===== src/design/pdc_pkg.sv =====
`default_nettype none

package pdc_pkg;

  localparam int unsigned BYTE_W      = 8;
  localparam int unsigned KIND_W      = 2;
  localparam int unsigned POS_W       = 11;
  localparam int unsigned LEN_W       = 16;
  localparam int unsigned MAX_PAYLOAD = 1024;

  localparam logic [BYTE_W-1:0] START_BYTE = 8'h7E;
  localparam logic [BYTE_W-1:0] END_BYTE   = 8'h7F;

  typedef enum logic [KIND_W-1:0] {
    EV_PAYLOAD = 2'd0,
    EV_GOOD    = 2'd1,
    EV_CSUM    = 2'd2
  } event_kind_t;

  typedef enum logic [4:0] {
    PH_HUNT     = 5'b00001,
    PH_LEN      = 5'b00010,
    PH_DATA     = 5'b00100,
    PH_WAIT_END = 5'b01000,
    PH_ERROR    = 5'b10000
  } phase_t;

endpackage

`default_nettype wire


===== src/design/packet_deframer_checksum_core.sv =====
`default_nettype none

// channel | handshake            | payload
// --------+----------------------+--------------------------------------
// in      | in_valid / in_ready  | rx_byte
// out     | out_valid / out_ready| event_kind, byte_value, position
//
// one byte is taken per cycle while in_ready is high; the parser state and the result register
// update together at the edge that accepts the byte
// a result appears in the cycle after its byte is accepted and holds until taken
// in_ready is high while the result register is empty or being drained
// rst is synchronous and returns the parser to hunting for a start byte

module packet_deframer_checksum_core #(
  parameter int unsigned MAX_PAYLOAD = pdc_pkg::MAX_PAYLOAD
) (
  input  wire logic                        clk,
  input  wire logic                        rst,
  input  wire logic                        in_valid,
  output logic                             in_ready,
  input  wire logic [pdc_pkg::BYTE_W-1:0]  rx_byte,
  output logic                             out_valid,
  input  wire logic                        out_ready,
  output logic [pdc_pkg::KIND_W-1:0]       event_kind,
  output logic [pdc_pkg::BYTE_W-1:0]       byte_value,
  output logic [pdc_pkg::POS_W-1:0]        position
);
  import pdc_pkg::*;

  localparam int unsigned IDX_W = $clog2(MAX_PAYLOAD + 1);

  phase_t               phase, phase_next;
  logic [LEN_W-1:0]     frame_length, frame_length_next;
  logic [IDX_W-1:0]     byte_index, byte_index_next;
  logic                 len_hi, len_hi_next;
  logic [BYTE_W-1:0]    running_sum, running_sum_next;
  logic [BYTE_W-1:0]    first_payload, first_payload_next;

  logic                 res_valid;
  logic [KIND_W-1:0]    res_kind;
  logic [BYTE_W-1:0]    res_value;
  logic [POS_W-1:0]     res_pos;

  logic                 accept;
  logic [LEN_W-1:0]     new_length;

  assign in_ready = !out_valid || out_ready;
  assign accept   = in_valid && in_ready;
  assign new_length = {rx_byte, frame_length[BYTE_W-1:0]};

  always_comb begin
    phase_next         = phase;
    frame_length_next  = frame_length;
    byte_index_next    = byte_index;
    len_hi_next        = len_hi;
    running_sum_next   = running_sum;
    first_payload_next = first_payload;
    res_valid          = 1'b0;
    res_kind           = EV_PAYLOAD;
    res_value          = '0;
    res_pos            = '0;
    unique case (phase)
      PH_LEN: begin
        running_sum_next = running_sum + rx_byte;
        if (!len_hi) begin
          len_hi_next       = 1'b1;
          frame_length_next = {{(LEN_W-BYTE_W){1'b0}}, rx_byte};
        end else begin
          len_hi_next       = 1'b0;
          frame_length_next = new_length;
          byte_index_next   = '0;
          if (32'(new_length) > 32'(MAX_PAYLOAD)) begin
            phase_next = PH_HUNT;
          end else begin
            phase_next = PH_DATA;
          end
        end
      end
      PH_DATA: begin
        if (LEN_W'(byte_index) < frame_length) begin
          if (byte_index == '0) begin
            first_payload_next = rx_byte;
          end
          running_sum_next = running_sum + rx_byte;
          byte_index_next  = byte_index + IDX_W'(1);
          res_valid        = 1'b1;
          res_kind         = EV_PAYLOAD;
          res_value        = rx_byte;
          res_pos          = POS_W'(byte_index);
        end else if (running_sum == rx_byte) begin
          phase_next = PH_WAIT_END;
        end else begin
          phase_next = PH_ERROR;
        end
      end
      PH_WAIT_END: begin
        byte_index_next = '0;
        if (rx_byte == END_BYTE) begin
          phase_next = PH_HUNT;
          res_valid  = 1'b1;
          res_kind   = EV_GOOD;
          res_pos    = frame_length[POS_W-1:0];
        end
      end
      PH_ERROR: begin
        phase_next        = PH_HUNT;
        frame_length_next = '0;
        byte_index_next   = '0;
        res_valid         = 1'b1;
        res_kind          = EV_CSUM;
        res_value         = first_payload;
        res_pos           = frame_length[POS_W-1:0];
      end
      default: begin
        phase_next      = PH_HUNT;
        byte_index_next = '0;
        len_hi_next     = 1'b0;
        if (rx_byte == START_BYTE) begin
          phase_next         = PH_LEN;
          frame_length_next  = '0;
          running_sum_next   = '0;
          first_payload_next = '0;
        end
      end
    endcase
  end

  always_ff @(posedge clk) begin
    if (rst) begin
      phase         <= PH_HUNT;
      frame_length  <= '0;
      byte_index    <= '0;
      len_hi        <= 1'b0;
      running_sum   <= '0;
      first_payload <= '0;
      out_valid     <= 1'b0;
    end else begin
      if (accept) begin
        phase         <= phase_next;
        frame_length  <= frame_length_next;
        byte_index    <= byte_index_next;
        len_hi        <= len_hi_next;
        running_sum   <= running_sum_next;
        first_payload <= first_payload_next;
        out_valid     <= res_valid;
      end else if (out_ready) begin
        out_valid <= 1'b0;
      end
    end
  end

  // result payload, loaded only with a new transaction
  always_ff @(posedge clk) begin
    if (accept && res_valid) begin
      event_kind <= res_kind;
      byte_value <= res_value;
      position   <= res_pos;
    end
  end

endmodule

`default_nettype wire


===== config.mk =====
export PLATFORM = sky130hd
export DESIGN_NAME = packet_deframer_checksum_core
export DESIGN_NICKNAME = d
export VERILOG_FILES = /design/src/design/pdc_pkg.sv /design/src/design/packet_deframer_checksum_core.sv
export SDC_FILE = /design/constraint.sdc
export NUM_CORES = 1
export LEC_CHECK = 0
export BUFFER_PORTS_ARGS = -buffer_cell sky130_fd_sc_hd__buf_2
export CORE_MARGIN = 3
export CORE_UTILIZATION = 39
export CTS_BUF_LIST = sky130_fd_sc_hd__clkbuf_4 sky130_fd_sc_hd__clkbuf_8
export DETAILED_ROUTE_END_ITERATION = 10
export PLACE_DENSITY_LB_ADDON = 0.12
export SLEW_MARGIN = 20
export SYNTH_ARGS = -nofsm -noshare
export SYNTH_HDL_FRONTEND = slang
export SYNTH_SLANG_ARGS = --single-unit
export TNS_END_PERCENT = 20

===== constraint.sdc =====
create_clock -name clk -period 6.5 [get_ports clk]
set_input_delay 0 -clock clk [delete_from_list [all_inputs] [get_ports clk]]
set_output_delay 0 -clock clk [all_outputs]
set_load 0.01 [all_outputs]

==> impl_metrics.csv <==
group,metric,value,unit
status,outcome,"finished, violations left",
status,violations,"hold timing",
yosys,synth-compound-area-share,18.43,%
timing,max_freq,0.2996,GHz
floorplanning,dieArea,10750,um2
placed_design,io_buffers,34,
pwr,total_power,939.1,uW
clock_network,cts_num_sinks,71,
route,wirelength,9252,um
yosys,synthAdderAreaFrac,6.927,%
placed_design,routabilityCongestion,0.7876,
timing,final_max_slew_viol_count,0,
yosys,synth-xor-area-share,3.295,%
floorplanning,row_count,35,
grt,antenna_found_initial,0,
finish,antenna_cells,0,
finish,drive_gt1_share,13.27,%
yosys,yosysUniqueCellTypes,57,
finish,areaGrowthSynthToFinish,15.70,%
pwr,leakage,1.589,nW
yosys,synth_edf_count,21,
yosys,netlist_top_cells_area,"dfxtp_1 27%, edfxtp_1 17%, ha_1 6.4%",
timing,clock_skew,9.944,ps
setup_path,end_kind,"flip-flop",
timing,hold_viol,1,
yosys,synthesis.nets,443,
clock_network,cts_buffer_depth,2,
route,dr.pass1.iters,4,
timing,period_minus_slack,3337,ps
pwr,power.density,218.1,nW/um2
floorplanning,ios,35,
floorplanning,start_util,40.27,%
yosys,synth_top_family_by_area,"simple AND/OR/NAND/NOR gates",
placed_design,pre_cts_slack,3172,ps
yosys,synth-seq-cells,71,
clock_network,ctsResizeCount,0,
timing,fin_tns_setup,0,ps
grt,gr-total-overflow,0,
setup_path,critPathMaxFanout,24,
timing,worstMarginPinSlew,1083,ps
route,drt-initial-drc-count,156,
placed_design,dp_cells,559,
finish,final_nets,479,
yosys,yosys_warnings,0,
grt,grt_start_max_net_pins,45,
finish,stdcell_area,4305,um2
setup_path,slowest_stage,"o21a_1",
yosys,synth_top_area_cell,"dfxtp_1",
pwr,ir_drop,0.0001154,V
yosys,synth_top_area_share,26.90,%
placed_design,hpwl,6407,um
yosys,synth-main-ff-cell,"dfxtp_1",
setup_path,path_buf_inv,0,
flow_run,maxCapViolCount,0,
timing,timing.final.ws_setup,3163,ps
timing,grt_setup_unrepaired,"false",
yosys,async_reset_ff_share,0,%
floorplanning,die_x,103.7,um
placed_design,placed_area,3994,um2
yosys,synthCells,411,
route,via_per_inst,5.236,
route,num_vias,3042,
yosys,yosys.area_share.simple,21.08,%
route,drc_errors,0,
clock_network,h-tree-depth,3,
timing,whs,-2.092,ps
setup_path,path_cells,"ha_1, a211oi_1, o21ai_1, a21oi_1, o311a_1, o21a_1",
setup_path,cp_slowest_stage_delay,830,ps
timing,setup_viol,0,
clock_network,cts_root_buffer,"clkbuf_8",
timing,maxSlewHeadroom,27.22,%
setup_path,critPathArrivalTime,3320,ps
clock_network,cts_tree,"done",
setup_path,crit_required,6480,ps
finish,final_cell_count_no_fill,581,
setup_path,worst-setup-path-type,"flip-flop to flip-flop",
yosys,syn_avg_cell_area,9.054,um2
yosys,synth-seq-area-share,43.85,%
hold_path,hp-class,"input pin to flip-flop",
grt,grtUsageTotal,17.44,%
grt,grt_pass1_vias,2950,
route,wl_per_cell,15.92,um
setup_path,crit_path_start_kind,"flip-flop",
floorplanning,die_h,103.7,um
yosys,synth.area.mux_share,1.917,%
clock_network,cts-buffers-inserted,9,
floorplanning,coreArea,9240,um2
clock_network,clock_latency,360,ps
grt,grt_pass1_wl,15100,um
route,detail-route-antenna-nets,0,
timing,finalCritPeriodShare,51.34,%
setup_path,path_delay_family,"compound AO/OA/AOI/OAI gates",
clock_network,clk_pin_slew,90,ps
yosys,syn-cell-area,3721,um2
## cell families after synthesis
family / after synthesis
and+or+nand+nor: 157
muxes: 7
xor gates and xnor gates: 14
adders and majority gates: 20
DFF: 71
AOI/OAI and AO/OA: 99
buffers and inverters: 43
## what timing repair did
action / in CTS / in global routing
buffers inserted: 0 / 0
hold endpoints to repair: 5 / 1
hold buffers: 5 / 1
## cell type report
class | count | area, um2
clock buffers | 9 | 123.9
clock inverters | 7 | 127.6
fillers | 908 | 4935
inverters | 27 | 101.3
multi-input cells | 297 | 1922
flip-flops and latches | 71 | 1632
well taps | 129 | 161.4
repair buffers | 41 | 237.7
## power by group
part	total (mW)	switching [mW]	internal, mW
sequential	0.452	0.0000253	0.452
combinational	0.0338	0.0228	0.0110
clock	0.453	0.192	0.261
total	0.939	0.215	0.724
## per-stage QoR
step	hold WS, ps	util, %
2_1_floorplan	136.1	-
5_1_grt	10.12	46.59
3_5_place_dp	315.5	43.22
3_3_place_gp	305.6	43.22
6_report	-2.092	46.59
4_1_cts	2.041	46.49
## state kept, by name, indices dropped and copies added, names as in the netlist, 2 cells and up
name,cells
frame_length,16
byte_index,11
position,11
byte_value,8
first_payload,8
running_sum,8
phase,5
event_kind,2
## worst paths after layout
| check | to | start | slack, ps | cells past startpoint |
|---|---|---|---|---|
| setup / recovery | byte_value[0]$_DFFE_PP_ | byte_index[2]$_SDFFE_PP0P_ | 3160 | 6 |
| hold / removal | first_payload[4]$_SDFFE_PP0P_ | rx_byte[4] | -2 | 3 |
| setup reg to reg | byte_value[0]$_DFFE_PP_ | byte_index[2]$_SDFFE_PP0P_ | 3160 | 6 |
| hold reg to reg | frame_length[14]$_SDFFE_PP0P_ | frame_length[14]$_SDFFE_PP0P_ | 460 | 2 |
## cell usage after synthesis (3+ instances only)
cell type,instances
nand3_1,30
nand2b_1,12
inv_1,25
a22oi_1,8
edfxtp_1,21
nor2_1,47
dfxtp_1,50
xor2_1,8
xnor2_1,6
nor4_1,6
mux2i_1,6
nor3_1,13
nor2b_1,7
a21oi_1,30
o21ai_1,12
buf_2,5
clkbuf_1,10
o21a_1,5
ha_1,19
nand2_1,23
a22o_1,19
o21ai_0,5
nor3_2,3
## tightest hold or removal path, delay by kind of cell
family / cells / cell delay (ps)
simple gates: 1 / 90
buf+inv: 1 / 170
compound gates: 1 / 60
## routing by layer
metal,up-vias,global-route usage (%),wire length [um]
met4,0,5.413,116
met2,63,28.04,4224
li1,1545,-,-
met1,1424,23.95,4571
met3,10,3.115,340
met5,-,0,0
## cell usage in the layout, fill, tap and decap left out, drive strengths merged, types with 19 or more instances in the layout
| cell type | Yosys | final |
|---|---|---|
| dfxtp | 50 | 50 |
| nor2 | 47 | 47 |
| buf | 6 | 35 |
| nand3 | 30 | 30 |
| a21oi | 30 | 30 |
| inv | 25 | 28 |
| nand2 | 23 | 23 |
| edfxtp | 21 | 21 |
| a22o | 19 | 19 |
| ha | 19 | 19 |
No activity file was read; power rests on OpenSTA's default activity.
